$ cat config.mk
export PLATFORM = sky130hd
export DESIGN_NAME = motion_file_stream_validator_top
export DESIGN_NICKNAME = d
export VERILOG_FILES = /design/src/design/mfsv_pkg.sv /design/src/design/mfsv_out_buf.sv /design/src/design/motion_file_stream_validator_top.sv
export SDC_FILE = /design/constraint.sdc
export NUM_CORES = 2
export LEC_CHECK = 0
export ABC_AREA = 1
export CORE_UTILIZATION = 45
export DETAILED_ROUTE_END_ITERATION = 8
export DONT_BUFFER_PORTS = 1
export PLACE_DENSITY = 0.72
export SLEW_MARGIN = 20
export SYNTH_ARGS = -nofsm -noshare
export SYNTH_HDL_FRONTEND = slang
export SYNTH_SLANG_ARGS = --single-unit
$ cat constraint.sdc
create_clock -name clk -period 21.2 [get_ports clk]
set_input_delay 1.06 -clock clk [delete_from_list [all_inputs] [get_ports clk]]
set_output_delay 1.06 -clock clk [all_outputs]
set_load 0.1 [all_outputs]
$ cat src/design/mfsv_pkg.sv
// package: types, phase codes, error codes and field kinds of the motion file validator
package mfsv_pkg;

  localparam int PosBits = 32;

  typedef struct packed {
    logic [7:0] data_byte;
    logic       byte_present;
    logic       end_of_file;
  } in_item_t;

  typedef struct packed {
    logic [3:0]  field_kind;
    logic [31:0] field_value;
    logic [31:0] record_index;
    logic [1:0]  component;
    logic [3:0]  error_code;
    logic [31:0] error_position;
    logic        last_of_run;
  } out_item_t;

  localparam logic [4:0] PH_HEADER = 5'd0;
  localparam logic [4:0] PH_MODEL = 5'd1;
  localparam logic [4:0] PH_BONE_COUNT = 5'd2;
  localparam logic [4:0] PH_BONE_NAME = 5'd3;
  localparam logic [4:0] PH_BONE_FRAME = 5'd4;
  localparam logic [4:0] PH_BONE_FLOAT = 5'd5;
  localparam logic [4:0] PH_BONE_INTERP = 5'd6;
  localparam logic [4:0] PH_MORPH_COUNT = 5'd7;
  localparam logic [4:0] PH_MORPH_NAME = 5'd8;
  localparam logic [4:0] PH_MORPH_FRAME = 5'd9;
  localparam logic [4:0] PH_MORPH_WEIGHT = 5'd10;
  localparam logic [4:0] PH_CAM_COUNT = 5'd11;
  localparam logic [4:0] PH_CAM_SKIP = 5'd12;
  localparam logic [4:0] PH_LIGHT_COUNT = 5'd13;
  localparam logic [4:0] PH_LIGHT_SKIP = 5'd14;
  localparam logic [4:0] PH_SHADOW_COUNT = 5'd15;
  localparam logic [4:0] PH_SHADOW_SKIP = 5'd16;
  localparam logic [4:0] PH_IK_COUNT = 5'd17;
  localparam logic [4:0] PH_IK_FRAME = 5'd18;
  localparam logic [4:0] PH_IK_VIS = 5'd19;
  localparam logic [4:0] PH_IK_STATES = 5'd20;
  localparam logic [4:0] PH_IK_NAME = 5'd21;
  localparam logic [4:0] PH_IK_ENABLED = 5'd22;
  localparam logic [4:0] PH_DONE = 5'd23;

  localparam logic [3:0] E_OK = 4'd0;
  localparam logic [3:0] E_TRUNC = 4'd1;
  localparam logic [3:0] E_SIG = 4'd2;
  localparam logic [3:0] E_COUNT = 4'd3;
  localparam logic [3:0] E_NONFINITE = 4'd4;
  localparam logic [3:0] E_VIS = 4'd5;
  localparam logic [3:0] E_EN = 4'd6;
  localparam logic [3:0] E_IKTOTAL = 4'd7;
  localparam logic [3:0] E_TRAIL = 4'd8;

  localparam logic [3:0] K_STATUS = 4'd0;
  localparam logic [3:0] K_BONE_COUNT = 4'd1;
  localparam logic [3:0] K_BONE_FRAME = 4'd2;
  localparam logic [3:0] K_BONE_TRANS = 4'd3;
  localparam logic [3:0] K_BONE_ROT = 4'd4;
  localparam logic [3:0] K_MORPH_COUNT = 4'd5;
  localparam logic [3:0] K_MORPH_FRAME = 4'd6;
  localparam logic [3:0] K_MORPH_WEIGHT = 4'd7;
  localparam logic [3:0] K_CAM_COUNT = 4'd8;
  localparam logic [3:0] K_LIGHT_COUNT = 4'd9;
  localparam logic [3:0] K_SHADOW_COUNT = 4'd10;
  localparam logic [3:0] K_IK_COUNT = 4'd11;
  localparam logic [3:0] K_IK_FRAME = 4'd12;
  localparam logic [3:0] K_IK_VIS = 4'd13;
  localparam logic [3:0] K_IK_STATES = 4'd14;
  localparam logic [3:0] K_IK_ENABLED = 4'd15;

  localparam logic CFG_KEYFRAME_LIMIT = 1'b0;
  localparam logic CFG_IK_STATE_LIMIT = 1'b1;

  localparam logic [37:0] SKIP_NAME = 38'd15;
  localparam logic [37:0] SKIP_MODEL = 38'd20;
  localparam logic [37:0] SKIP_INTERP = 38'd64;
  localparam logic [37:0] SKIP_IK_NAME = 38'd20;
  localparam logic [5:0] LEN_CAM = 6'd61;
  localparam logic [5:0] LEN_LIGHT = 6'd28;
  localparam logic [5:0] LEN_SHADOW = 6'd9;

  function automatic logic [7:0] sig_char(input logic [4:0] idx);
    logic [7:0] c;
    unique case (idx)
      5'd0: c = "V";  5'd1: c = "o";  5'd2: c = "c";  5'd3: c = "a";
      5'd4: c = "l";  5'd5: c = "o";  5'd6: c = "i";  5'd7: c = "d";
      5'd8: c = " ";  5'd9: c = "M";  5'd10: c = "o"; 5'd11: c = "t";
      5'd12: c = "i"; 5'd13: c = "o"; 5'd14: c = "n"; 5'd15: c = " ";
      5'd16: c = "D"; 5'd17: c = "a"; 5'd18: c = "t"; 5'd19: c = "a";
      5'd20: c = " "; 5'd21: c = "0"; 5'd22: c = "0"; 5'd23: c = "0";
      5'd24: c = "2";
      default: c = 8'h00;
    endcase
    return c;
  endfunction

endpackage

$ cat src/design/mfsv_out_buf.sv
// four-entry output queue taking up to two result items per accepted byte
module mfsv_out_buf (
  input  logic                clk,
  input  logic                rst_n,
  input  logic                push0,
  input  logic                push1,
  input  mfsv_pkg::out_item_t item0,
  input  mfsv_pkg::out_item_t item1,
  output logic                has_room,
  output logic                out_valid,
  input  logic                out_ready,
  output mfsv_pkg::out_item_t out_data
);

  mfsv_pkg::out_item_t q_r [4];
  logic [1:0] rd_r, wr_r;
  logic [2:0] cnt_r, cnt_nxt;
  logic pop;

  assign out_valid = cnt_r != 3'd0;
  assign out_data  = q_r[rd_r];
  assign pop       = out_valid && out_ready;
  // room for two more pushes; this cycle's pop is not counted
  assign has_room  = cnt_r <= 3'd2;

  always_comb begin
    cnt_nxt = cnt_r + {2'b0, push0} + {2'b0, push1} - {2'b0, pop};
  end

  always_ff @(posedge clk) begin
    if (!rst_n) begin
      rd_r <= '0;
      wr_r <= '0;
      cnt_r <= '0;
    end else begin
      cnt_r <= cnt_nxt;
      if (pop) rd_r <= rd_r + 2'd1;
      if (push0 && push1) wr_r <= wr_r + 2'd2;
      else if (push0) wr_r <= wr_r + 2'd1;
    end
  end

  always_ff @(posedge clk) begin
    if (push0) q_r[wr_r] <= item0;
    if (push1) q_r[wr_r + 2'd1] <= item1;
  end

  a_cnt_max: assert property (@(posedge clk) disable iff (!rst_n) cnt_r <= 3'd4)
    else $error("queue overflow");
  a_push_order: assert property (@(posedge clk) disable iff (!rst_n) push1 |-> push0)
    else $error("second push without first");
  a_room: assert property (@(posedge clk) disable iff (!rst_n) push0 |-> cnt_r <= 3'd2)
    else $error("push without room");

endmodule

$ cat src/design/motion_file_stream_validator_top.sv
// top level of the motion file stream validator
// usage:
//   in channel: one item per file byte (in_data.data_byte with byte_present set),
//   end_of_file marks the last item; an item may carry only the end mark.
//   out channel: zero, one or two result items per input item, each a finished
//   count, frame, float or flag, and a final status item ending the run.
//   cfg port: cfg_we with cfg_index 0 (keyframe limit) or 1 (ik state limit),
//   written only while the block is idle.
// an item's results are pushed into the result queue as the item is accepted.
// throughput: one byte per cycle when in_ready is high; parser state updates in
//   one pass of short logic (byte shift, counter compare, one 32x6 product).
// a four-entry result queue sits between parser and out channel; the parser
//   takes a byte whenever two entries are free, so a stalled receiver only
//   stops input once fewer than two entries are free.
// reset: synchronous rst_n clears parser state and restores both limits to
//   1048576; the queue empties.
// after the status item every later input item is swallowed until reset.
module motion_file_stream_validator_top (
  input  logic                clk,
  input  logic                rst_n,
  input  logic                in_valid,
  output logic                in_ready,
  input  mfsv_pkg::in_item_t  in_data,
  output logic                out_valid,
  input  logic                out_ready,
  output mfsv_pkg::out_item_t out_data,
  input  logic                cfg_we,
  input  logic                cfg_index,
  input  logic [31:0]         cfg_wdata
);

  localparam int PB = mfsv_pkg::PosBits;

  logic [31:0] kf_limit_r, ik_limit_r;
  logic [4:0] phase_r, phase_nxt;
  logic [PB-1:0] pos_r, pos_nxt, fstart_r, fstart_nxt;
  logic [4:0] bif_r, bif_nxt;
  logic [31:0] shift_r, shift_nxt;
  logic [31:0] rc_r, rc_nxt, rt_r, rt_nxt;
  logic [2:0] comp_r, comp_nxt;
  logic [37:0] skip_r, skip_nxt;
  logic [32:0] ikt_r, ikt_nxt;
  logic [31:0] isc_r, isc_nxt, ist_r, ist_nxt;
  logic sigmis_r, sigmis_nxt, err_r, err_nxt;

  logic take;
  logic push0, push1, room;
  mfsv_pkg::out_item_t item0, item1;

  assign in_ready = room;
  assign take = in_valid && in_ready;

  // config registers
  always_ff @(posedge clk) begin
    if (!rst_n) begin
      kf_limit_r <= 32'd1048576;
      ik_limit_r <= 32'd1048576;
    end else if (cfg_we) begin
      if (cfg_index == mfsv_pkg::CFG_KEYFRAME_LIMIT) kf_limit_r <= cfg_wdata;
      else ik_limit_r <= cfg_wdata;
    end
  end

  // result slots: n counts items emitted this byte
  logic [1:0] n;
  mfsv_pkg::out_item_t e0, e1;

  always_comb begin
    logic [7:0] b;
    logic [31:0] w;
    logic [PB-1:0] prev_pos;
    logic [37:0] sk;
    logic [37:0] prod;
    logic [2:0] c;
    logic bnd;
    logic [31:0] rcp;
    logic [31:0] iscp;

    phase_nxt = phase_r; pos_nxt = pos_r; fstart_nxt = fstart_r; bif_nxt = bif_r;
    shift_nxt = shift_r; rc_nxt = rc_r; rt_nxt = rt_r; comp_nxt = comp_r;
    skip_nxt = skip_r; ikt_nxt = ikt_r; isc_nxt = isc_r; ist_nxt = ist_r;
    sigmis_nxt = sigmis_r; err_nxt = err_r;
    n = 2'd0; e0 = '0; e1 = '0;
    b = in_data.data_byte;
    prev_pos = pos_r;
    w = shift_r | ({24'd0, b} << {bif_r[1:0], 3'b000});
    sk = '0; prod = '0; c = '0; bnd = 1'b0;
    rcp = rc_r + 32'd1;
    iscp = isc_r + 32'd1;

    if (take && !err_r) begin
      if (in_data.byte_present) begin
        pos_nxt = pos_r + 1'b1;
        unique case (phase_r)
          mfsv_pkg::PH_DONE: begin
            e0.error_code = mfsv_pkg::E_TRAIL; e0.error_position = 32'(prev_pos);
            n = 2'd1; err_nxt = 1'b1;
          end
          mfsv_pkg::PH_HEADER: begin
            if (bif_r < 5'd25 && b != mfsv_pkg::sig_char(bif_r)) sigmis_nxt = 1'b1;
            bif_nxt = bif_r + 5'd1;
            if (bif_r == 5'd29) begin
              if (sigmis_nxt) begin
                e0.error_code = mfsv_pkg::E_SIG; n = 2'd1; err_nxt = 1'b1;
              end else begin
                phase_nxt = mfsv_pkg::PH_MODEL; fstart_nxt = pos_nxt; bif_nxt = '0;
                shift_nxt = '0; skip_nxt = mfsv_pkg::SKIP_MODEL;
              end
            end
          end
          mfsv_pkg::PH_MODEL, mfsv_pkg::PH_BONE_NAME, mfsv_pkg::PH_BONE_INTERP,
          mfsv_pkg::PH_MORPH_NAME, mfsv_pkg::PH_CAM_SKIP, mfsv_pkg::PH_LIGHT_SKIP,
          mfsv_pkg::PH_SHADOW_SKIP, mfsv_pkg::PH_IK_NAME: begin
            sk = (skip_r != '0) ? skip_r - 38'd1 : skip_r;
            skip_nxt = sk;
            if (sk == '0) begin
              fstart_nxt = pos_nxt; bif_nxt = '0; shift_nxt = '0;
              priority case (phase_r)
                mfsv_pkg::PH_MODEL: phase_nxt = mfsv_pkg::PH_BONE_COUNT;
                mfsv_pkg::PH_BONE_NAME: phase_nxt = mfsv_pkg::PH_BONE_FRAME;
                mfsv_pkg::PH_BONE_INTERP: begin
                  rc_nxt = rcp;
                  if (rcp == rt_r) phase_nxt = mfsv_pkg::PH_MORPH_COUNT;
                  else begin
                    phase_nxt = mfsv_pkg::PH_BONE_NAME; skip_nxt = mfsv_pkg::SKIP_NAME;
                  end
                end
                mfsv_pkg::PH_MORPH_NAME: phase_nxt = mfsv_pkg::PH_MORPH_FRAME;
                mfsv_pkg::PH_CAM_SKIP: phase_nxt = mfsv_pkg::PH_LIGHT_COUNT;
                mfsv_pkg::PH_LIGHT_SKIP: phase_nxt = mfsv_pkg::PH_SHADOW_COUNT;
                mfsv_pkg::PH_SHADOW_SKIP: phase_nxt = mfsv_pkg::PH_IK_COUNT;
                default: phase_nxt = mfsv_pkg::PH_IK_ENABLED;
              endcase
            end
          end
          mfsv_pkg::PH_IK_VIS: begin
            e0.field_kind = mfsv_pkg::K_IK_VIS; e0.field_value = {24'd0, b};
            e0.record_index = rc_r; n = 2'd1;
            if (b > 8'd1) begin
              e1.error_code = mfsv_pkg::E_VIS; e1.error_position = 32'(pos_nxt);
              n = 2'd2; err_nxt = 1'b1;
            end else begin
              phase_nxt = mfsv_pkg::PH_IK_STATES; fstart_nxt = pos_nxt;
              bif_nxt = '0; shift_nxt = '0;
            end
          end
          mfsv_pkg::PH_IK_ENABLED: begin
            e0.field_kind = mfsv_pkg::K_IK_ENABLED; e0.field_value = {24'd0, b};
            e0.record_index = isc_r; n = 2'd1;
            if (b > 8'd1) begin
              e1.error_code = mfsv_pkg::E_EN; e1.error_position = 32'(pos_nxt);
              n = 2'd2; err_nxt = 1'b1;
            end else begin
              isc_nxt = iscp; fstart_nxt = pos_nxt; bif_nxt = '0; shift_nxt = '0;
              if (iscp == ist_r) begin
                rc_nxt = rcp;
                phase_nxt = (rcp == rt_r) ? mfsv_pkg::PH_DONE : mfsv_pkg::PH_IK_FRAME;
              end else begin
                phase_nxt = mfsv_pkg::PH_IK_NAME; skip_nxt = mfsv_pkg::SKIP_IK_NAME;
              end
            end
          end
          default: begin
            // word field: gather four bytes
            shift_nxt = w;
            bif_nxt = bif_r + 5'd1;
            if (bif_r == 5'd3) begin
              n = 2'd1;
              e0.field_value = w;
              fstart_nxt = pos_nxt; bif_nxt = '0; shift_nxt = '0;
              priority case (phase_r)
                mfsv_pkg::PH_BONE_COUNT, mfsv_pkg::PH_MORPH_COUNT, mfsv_pkg::PH_CAM_COUNT,
                mfsv_pkg::PH_LIGHT_COUNT, mfsv_pkg::PH_SHADOW_COUNT,
                mfsv_pkg::PH_IK_COUNT: begin
                  priority case (phase_r)
                    mfsv_pkg::PH_BONE_COUNT: e0.field_kind = mfsv_pkg::K_BONE_COUNT;
                    mfsv_pkg::PH_MORPH_COUNT: e0.field_kind = mfsv_pkg::K_MORPH_COUNT;
                    mfsv_pkg::PH_CAM_COUNT: e0.field_kind = mfsv_pkg::K_CAM_COUNT;
                    mfsv_pkg::PH_LIGHT_COUNT: e0.field_kind = mfsv_pkg::K_LIGHT_COUNT;
                    mfsv_pkg::PH_SHADOW_COUNT: e0.field_kind = mfsv_pkg::K_SHADOW_COUNT;
                    default: e0.field_kind = mfsv_pkg::K_IK_COUNT;
                  endcase
                  if (w > kf_limit_r) begin
                    e1.error_code = mfsv_pkg::E_COUNT; e1.error_position = 32'(pos_nxt);
                    n = 2'd2; err_nxt = 1'b1;
                    fstart_nxt = fstart_r; bif_nxt = bif_r + 5'd1; shift_nxt = w;
                  end else begin
                    rt_nxt = w; rc_nxt = '0;
                    priority case (phase_r)
                      mfsv_pkg::PH_CAM_COUNT: prod = 38'(w) * 38'(mfsv_pkg::LEN_CAM);
                      mfsv_pkg::PH_LIGHT_COUNT: prod = 38'(w) * 38'(mfsv_pkg::LEN_LIGHT);
                      default: prod = 38'(w) * 38'(mfsv_pkg::LEN_SHADOW);
                    endcase
                    priority case (phase_r)
                      mfsv_pkg::PH_BONE_COUNT: begin
                        if (w == '0) phase_nxt = mfsv_pkg::PH_MORPH_COUNT;
                        else begin
                          phase_nxt = mfsv_pkg::PH_BONE_NAME; skip_nxt = mfsv_pkg::SKIP_NAME;
                        end
                      end
                      mfsv_pkg::PH_MORPH_COUNT: begin
                        if (w == '0) phase_nxt = mfsv_pkg::PH_CAM_COUNT;
                        else begin
                          phase_nxt = mfsv_pkg::PH_MORPH_NAME;
                          skip_nxt = mfsv_pkg::SKIP_NAME;
                        end
                      end
                      mfsv_pkg::PH_CAM_COUNT: begin
                        if (w == '0) phase_nxt = mfsv_pkg::PH_LIGHT_COUNT;
                        else begin phase_nxt = mfsv_pkg::PH_CAM_SKIP; skip_nxt = prod; end
                      end
                      mfsv_pkg::PH_LIGHT_COUNT: begin
                        if (w == '0) phase_nxt = mfsv_pkg::PH_SHADOW_COUNT;
                        else begin phase_nxt = mfsv_pkg::PH_LIGHT_SKIP; skip_nxt = prod; end
                      end
                      mfsv_pkg::PH_SHADOW_COUNT: begin
                        if (w == '0) phase_nxt = mfsv_pkg::PH_IK_COUNT;
                        else begin
                          phase_nxt = mfsv_pkg::PH_SHADOW_SKIP; skip_nxt = prod;
                        end
                      end
                      default: phase_nxt = (w == '0) ? mfsv_pkg::PH_DONE
                                                     : mfsv_pkg::PH_IK_FRAME;
                    endcase
                  end
                end
                mfsv_pkg::PH_BONE_FRAME: begin
                  e0.field_kind = mfsv_pkg::K_BONE_FRAME; e0.record_index = rc_r;
                  phase_nxt = mfsv_pkg::PH_BONE_FLOAT; comp_nxt = '0;
                end
                mfsv_pkg::PH_BONE_FLOAT: begin
                  c = comp_r;
                  e0.record_index = rc_r;
                  if (c < 3'd3) begin
                    e0.field_kind = mfsv_pkg::K_BONE_TRANS; e0.component = c[1:0];
                  end else begin
                    e0.field_kind = mfsv_pkg::K_BONE_ROT; e0.component = 2'(c - 3'd3);
                  end
                  if (w[30:23] == 8'hff) begin
                    e1.error_code = mfsv_pkg::E_NONFINITE; e1.error_position = 32'(pos_nxt);
                    n = 2'd2; err_nxt = 1'b1;
                    fstart_nxt = fstart_r; bif_nxt = bif_r + 5'd1; shift_nxt = w;
                  end else if (c >= 3'd6) begin
                    phase_nxt = mfsv_pkg::PH_BONE_INTERP; skip_nxt = mfsv_pkg::SKIP_INTERP;
                  end else begin
                    comp_nxt = c + 3'd1;
                  end
                end
                mfsv_pkg::PH_MORPH_FRAME: begin
                  e0.field_kind = mfsv_pkg::K_MORPH_FRAME; e0.record_index = rc_r;
                  phase_nxt = mfsv_pkg::PH_MORPH_WEIGHT;
                end
                mfsv_pkg::PH_MORPH_WEIGHT: begin
                  e0.field_kind = mfsv_pkg::K_MORPH_WEIGHT; e0.record_index = rc_r;
                  if (w[30:23] == 8'hff) begin
                    e1.error_code = mfsv_pkg::E_NONFINITE; e1.error_position = 32'(pos_nxt);
                    n = 2'd2; err_nxt = 1'b1;
                    fstart_nxt = fstart_r; bif_nxt = bif_r + 5'd1; shift_nxt = w;
                  end else begin
                    rc_nxt = rcp;
                    if (rcp == rt_r) phase_nxt = mfsv_pkg::PH_CAM_COUNT;
                    else begin
                      phase_nxt = mfsv_pkg::PH_MORPH_NAME; skip_nxt = mfsv_pkg::SKIP_NAME;
                    end
                  end
                end
                mfsv_pkg::PH_IK_FRAME: begin
                  e0.field_kind = mfsv_pkg::K_IK_FRAME; e0.record_index = rc_r;
                  phase_nxt = mfsv_pkg::PH_IK_VIS;
                end
                default: begin
                  e0.field_kind = mfsv_pkg::K_IK_STATES; e0.record_index = rc_r;
                  ikt_nxt = ikt_r + {1'b0, w};
                  if (ikt_nxt > {1'b0, ik_limit_r}) begin
                    e1.error_code = mfsv_pkg::E_IKTOTAL; e1.error_position = 32'(pos_nxt);
                    n = 2'd2; err_nxt = 1'b1;
                    fstart_nxt = fstart_r; bif_nxt = bif_r + 5'd1; shift_nxt = w;
                  end else begin
                    ist_nxt = w; isc_nxt = '0;
                    if (w == '0) begin
                      rc_nxt = rcp;
                      phase_nxt = (rcp == rt_r) ? mfsv_pkg::PH_DONE : mfsv_pkg::PH_IK_FRAME;
                    end else begin
                      phase_nxt = mfsv_pkg::PH_IK_NAME; skip_nxt = mfsv_pkg::SKIP_IK_NAME;
                    end
                  end
                end
              endcase
            end
          end
        endcase
      end
      // end of file status
      if (!err_nxt && in_data.end_of_file) begin
        bnd = phase_nxt == mfsv_pkg::PH_DONE ||
              (bif_nxt == '0 && (phase_nxt == mfsv_pkg::PH_MORPH_COUNT ||
               phase_nxt == mfsv_pkg::PH_CAM_COUNT || phase_nxt == mfsv_pkg::PH_LIGHT_COUNT ||
               phase_nxt == mfsv_pkg::PH_SHADOW_COUNT || phase_nxt == mfsv_pkg::PH_IK_COUNT));
        err_nxt = 1'b1;
        if (n == 2'd0) begin
          e0.error_code = bnd ? mfsv_pkg::E_OK : mfsv_pkg::E_TRUNC;
          e0.error_position = bnd ? 32'(pos_nxt) : 32'(fstart_nxt);
          n = 2'd1;
        end else begin
          e1.error_code = bnd ? mfsv_pkg::E_OK : mfsv_pkg::E_TRUNC;
          e1.error_position = bnd ? 32'(pos_nxt) : 32'(fstart_nxt);
          n = 2'd2;
        end
      end
      if (n == 2'd1) e0.last_of_run = 1'b1;
      if (n == 2'd2) e1.last_of_run = 1'b1;
    end
  end

  assign push0 = n != 2'd0;
  assign push1 = n == 2'd2;
  assign item0 = e0;
  assign item1 = e1;

  always_ff @(posedge clk) begin
    if (!rst_n) begin
      phase_r <= mfsv_pkg::PH_HEADER;
      pos_r <= '0; fstart_r <= '0; bif_r <= '0; shift_r <= '0;
      rc_r <= '0; rt_r <= '0; comp_r <= '0; skip_r <= '0; ikt_r <= '0;
      isc_r <= '0; ist_r <= '0; sigmis_r <= 1'b0; err_r <= 1'b0;
    end else begin
      phase_r <= phase_nxt;
      pos_r <= pos_nxt; fstart_r <= fstart_nxt; bif_r <= bif_nxt; shift_r <= shift_nxt;
      rc_r <= rc_nxt; rt_r <= rt_nxt; comp_r <= comp_nxt; skip_r <= skip_nxt;
      ikt_r <= ikt_nxt; isc_r <= isc_nxt; ist_r <= ist_nxt;
      sigmis_r <= sigmis_nxt; err_r <= err_nxt;
    end
  end

  mfsv_out_buf u_buf (
    .clk(clk), .rst_n(rst_n), .push0(push0), .push1(push1),
    .item0(item0), .item1(item1), .has_room(room),
    .out_valid(out_valid), .out_ready(out_ready), .out_data(out_data)
  );

  // once the status is out, nothing more is produced
  a_silent: assert property (@(posedge clk) disable iff (!rst_n) err_r |-> !push0)
    else $error("result after status");
  a_err_sticky: assert property (@(posedge clk) disable iff (!rst_n) err_r |=> err_r)
    else $error("error latch dropped");
  a_phase: assert property (@(posedge clk) disable iff (!rst_n) phase_r <= mfsv_pkg::PH_DONE)
    else $error("phase out of range");
  a_bif: assert property (@(posedge clk) disable iff (!rst_n) bif_r <= 5'd30)
    else $error("byte count out of range");

endmodule
==> metrics.txt <==
synthesis-to-finish area growth 9.41%; worst flop-to-flop path endpoint u_buf.q_r[0][9]; RSZ-0062 raised after global routing no; Fmax achieved roughly 95 MHz; ANT nets after route 0; DRC 0; Worst Skew between 0.08 and 0.09 ns; CP Class reg2reg; number of synthesized flops with an enable pin 144; Post-Layout Inst Area around 63,000 µm²; fraction of registers with async set or reset after synthesis 0; TNS Setup 0 ns; Starting Density 0.456; dpl ws 10.57 ns; LEAKAGE 0.0285 µW; min Tclk post-route roughly 11 ns; post-route setup slack about 11 ns; synth warn 0; synth unique cells 73; Slew headroom 0.177; Peak VDD IR around 0.00010 V; initial drt markers approximately 8,000; Hold Crit Class reg2reg; CP Capture Type flop; Crit-path slowest cell nor2_4; post-CTS sizing 0; commonest register cell after synthesis dfxtp_1; top post-synthesis cells by area dfxtp_1 23%, nand2_1 11%, nand3_1 9.4%; largest net degree at the start of global routing between 200 and 250; grt ovf 0; outcome complete, no violations; critical-path maximum fanout between 60 and 70; Final #Nets ~8,700; Pre-antenna DRT Iters 7; Top-Level Pins roughly 160; Max Cap Viol 0; final setup fails 0; Slew @ Worst Pin between 1 and 1.5 ns; Worst-path clk slew about 0.060 ns; Min-Delay Startpoint kf_limit_r[22]; vias in the first global route 54,540; Placed Area a little under 60,000 µm²; GPL Wtd Cong just over 1; Die Area 129,000 µm²; Seq/Total Area, Yosys 0.310; core area around 130,000 µm²; # rows 130; placed instance count 9,820; GRT Util Overall 0.320; Post-CTS Setup Inserts 0; RR Startpoint bif_r[0]; period utilization 0.499; Synthesized Nets approximately 8,900; Wirelength per Cell ~21 µm; clock sinks a little over 800; hold buffers post-CTS 0; width of the die around 360 µm; share of the synthesized area in the top cell type 0.235; worst skew pair latency 0.76 ns; r2r setup slk approximately 11 ns; CP Data Arrival Time approximately 11 ns; utilization after layout 0.498; die height 359 µm; CP Launch Type flop; CTS buffer count just over 90; IO Port Bufs 0; non-filler instance count after layout 9,992; Yosys reg bits approximately 800; clock buffer depth 3; final count of hold timing violations 0; r2r worst-path depth 38; CTS Root Cell clkbuf_16; max-slew violations 0; post-synthesis cell count 8,482; Via density 6.00; most frequent cell after synthesis nand2_1; Min-Delay Path Depth 2; H-tree Lvls 3; CTS tree done; top cell type by total area after synthesis dfxtp_1; first-pass GRT wire length around 330 mm; CP Data Required Time roughly 22 ns; synth cell count leaders 1,701 x nand2_1, 1,078 x nand3_1, 831 x nor2_1, 806 x inv_1, 726 x o21ai_0; number of antenna violations at the first check in global routing 5; drt total wl between 200 and 250 mm; Worst Hold End kf_limit_r[22]; pwr/cell area between 100 and 150 nW/µm²; via count 59,981; Avg Inst Size Synth roughly 6.8 µm²; Post-Synthesis Cell Area 57,400 µm²; layout cell share with drive strength beyond 1 0.0721; post-DP HPWL approximately 150 mm; slowest stage delay, CP 0.83 ns
[how the worst max path moves through the flow]
stage                from                to  slack, ns  cells past startpoint
2_1_floorplan  in_data[6]   u_buf.q_r[1][0]      13.16                     37
3_3_place_gp   in_data[3]  u_buf.q_r[0][10]      10.91                     37
3_5_place_dp   in_data[3]  u_buf.q_r[0][14]      10.57                     37
4_1_cts          bif_r[0]  u_buf.q_r[0][17]      10.82                     38
5_1_grt          bif_r[0]  u_buf.q_r[0][17]       9.93                     38
6_report         bif_r[0]   u_buf.q_r[0][9]      10.62                     38
[cell usage in the layout (no fill, tap or decap), drive strengths merged, types with 3 or more instances in the layout]
cell type,n
a211oi,118
a21boi,12
a21o,8
a21oi,612
a221oi,9
a22oi,51
a31oi,58
and2,6
buf,167
bufinv,10
clkbuf,123
clkinv,38
clkinvlp,6
dfxtp,674
edfxtp,144
fa,96
ha,299
inv,846
nand2,1719
nand3,1084
nand3b,32
nand4,132
nor2,864
nor3,79
nor3b,5
nor4,25
o2111ai,3
o211ai,36
o21a,14
o21ai,739
o21bai,11
o221ai,15
o22ai,134
o31ai,5
or2,43
or3,4
xnor2,32
xor2,71
[kinds of logic (layout without fill, tap and decap cells)]
group	count (synthesis)	count (layout)	synth area share
compound gates	1836	1836	0.178
xor+xnor	105	105	0.0166
fa+ha+maj	395	395	0.0986
buf+inv	1331	1190	0.0917
flops	818	818	0.310
other cells	0	1	0
simple gates	3997	3997	0.304
[worst max-delay path: cells and delay by family, from the launching register on]
family                     cells  cell delay [ns]
AOI/OAI and AO/OA             12             3.25
adders and majority gates      2             0.67
DFF                            1             0.31
xor gates and xnor gates       1             0.18
buffers and inverters          6             1.81
and+or+nand+nor               17             3.93
[per-stage QoR]
stage	power (µW)	hold slack, ns
finish	7060	0.458
global route	7410	0.455
detailed placement	5270	0.452
global placement	5230	0.443
floorplan	4330	0.435
CTS	6990	0.435
[power breakdown]
part	leakage (µW)	switching (µW)	internal, µW
registers	0.00687	88.9	1700
logic	0.0201	2700	850
clock network	0.00158	734	996
[state kept, by name, indices dropped and copies added, names as in the netlist, named ones only]
signal / flops
u_buf.wr_r: 2
ik_limit_r: 32
comp_r: 3
bif_r: 5
u_buf.cnt_r: 3
pos_r: 32
fstart_r: 32
shift_r: 32
ist_r: 32
err_r: 1
u_buf.rd_r: 2
phase_r: 5
sigmis_r: 1
skip_r: 38
isc_r: 32
ikt_r: 33
u_buf.q_r: 428
kf_limit_r: 32
rc_r: 32
rt_r: 32
[routing by layer]
layer	wire (µm)	share of wire	global-route usage	up-vias
met4	9740	0.046	0.136	4
met1	89200	0.42	0.441	28109
met5	19	0.000089	0	-
li1	-	-	-	28286
met3	23600	0.11	0.0654	473
met2	90900	0.43	0.482	3109
[layout make-up]
type,instances,area [µm²]
Antenna cell,1,2.50
Clock buffer,123,2600
Clock inverter,47,657
Fill cell,12314,63200
Inverter,853,3230
Multi-Input combinational cell,6333,35200
Sequential cell,818,17800
Tap cell,1650,2060
Timing Repair Buffer,167,1270
Note: power is estimated with default switching activity, not from simulation.
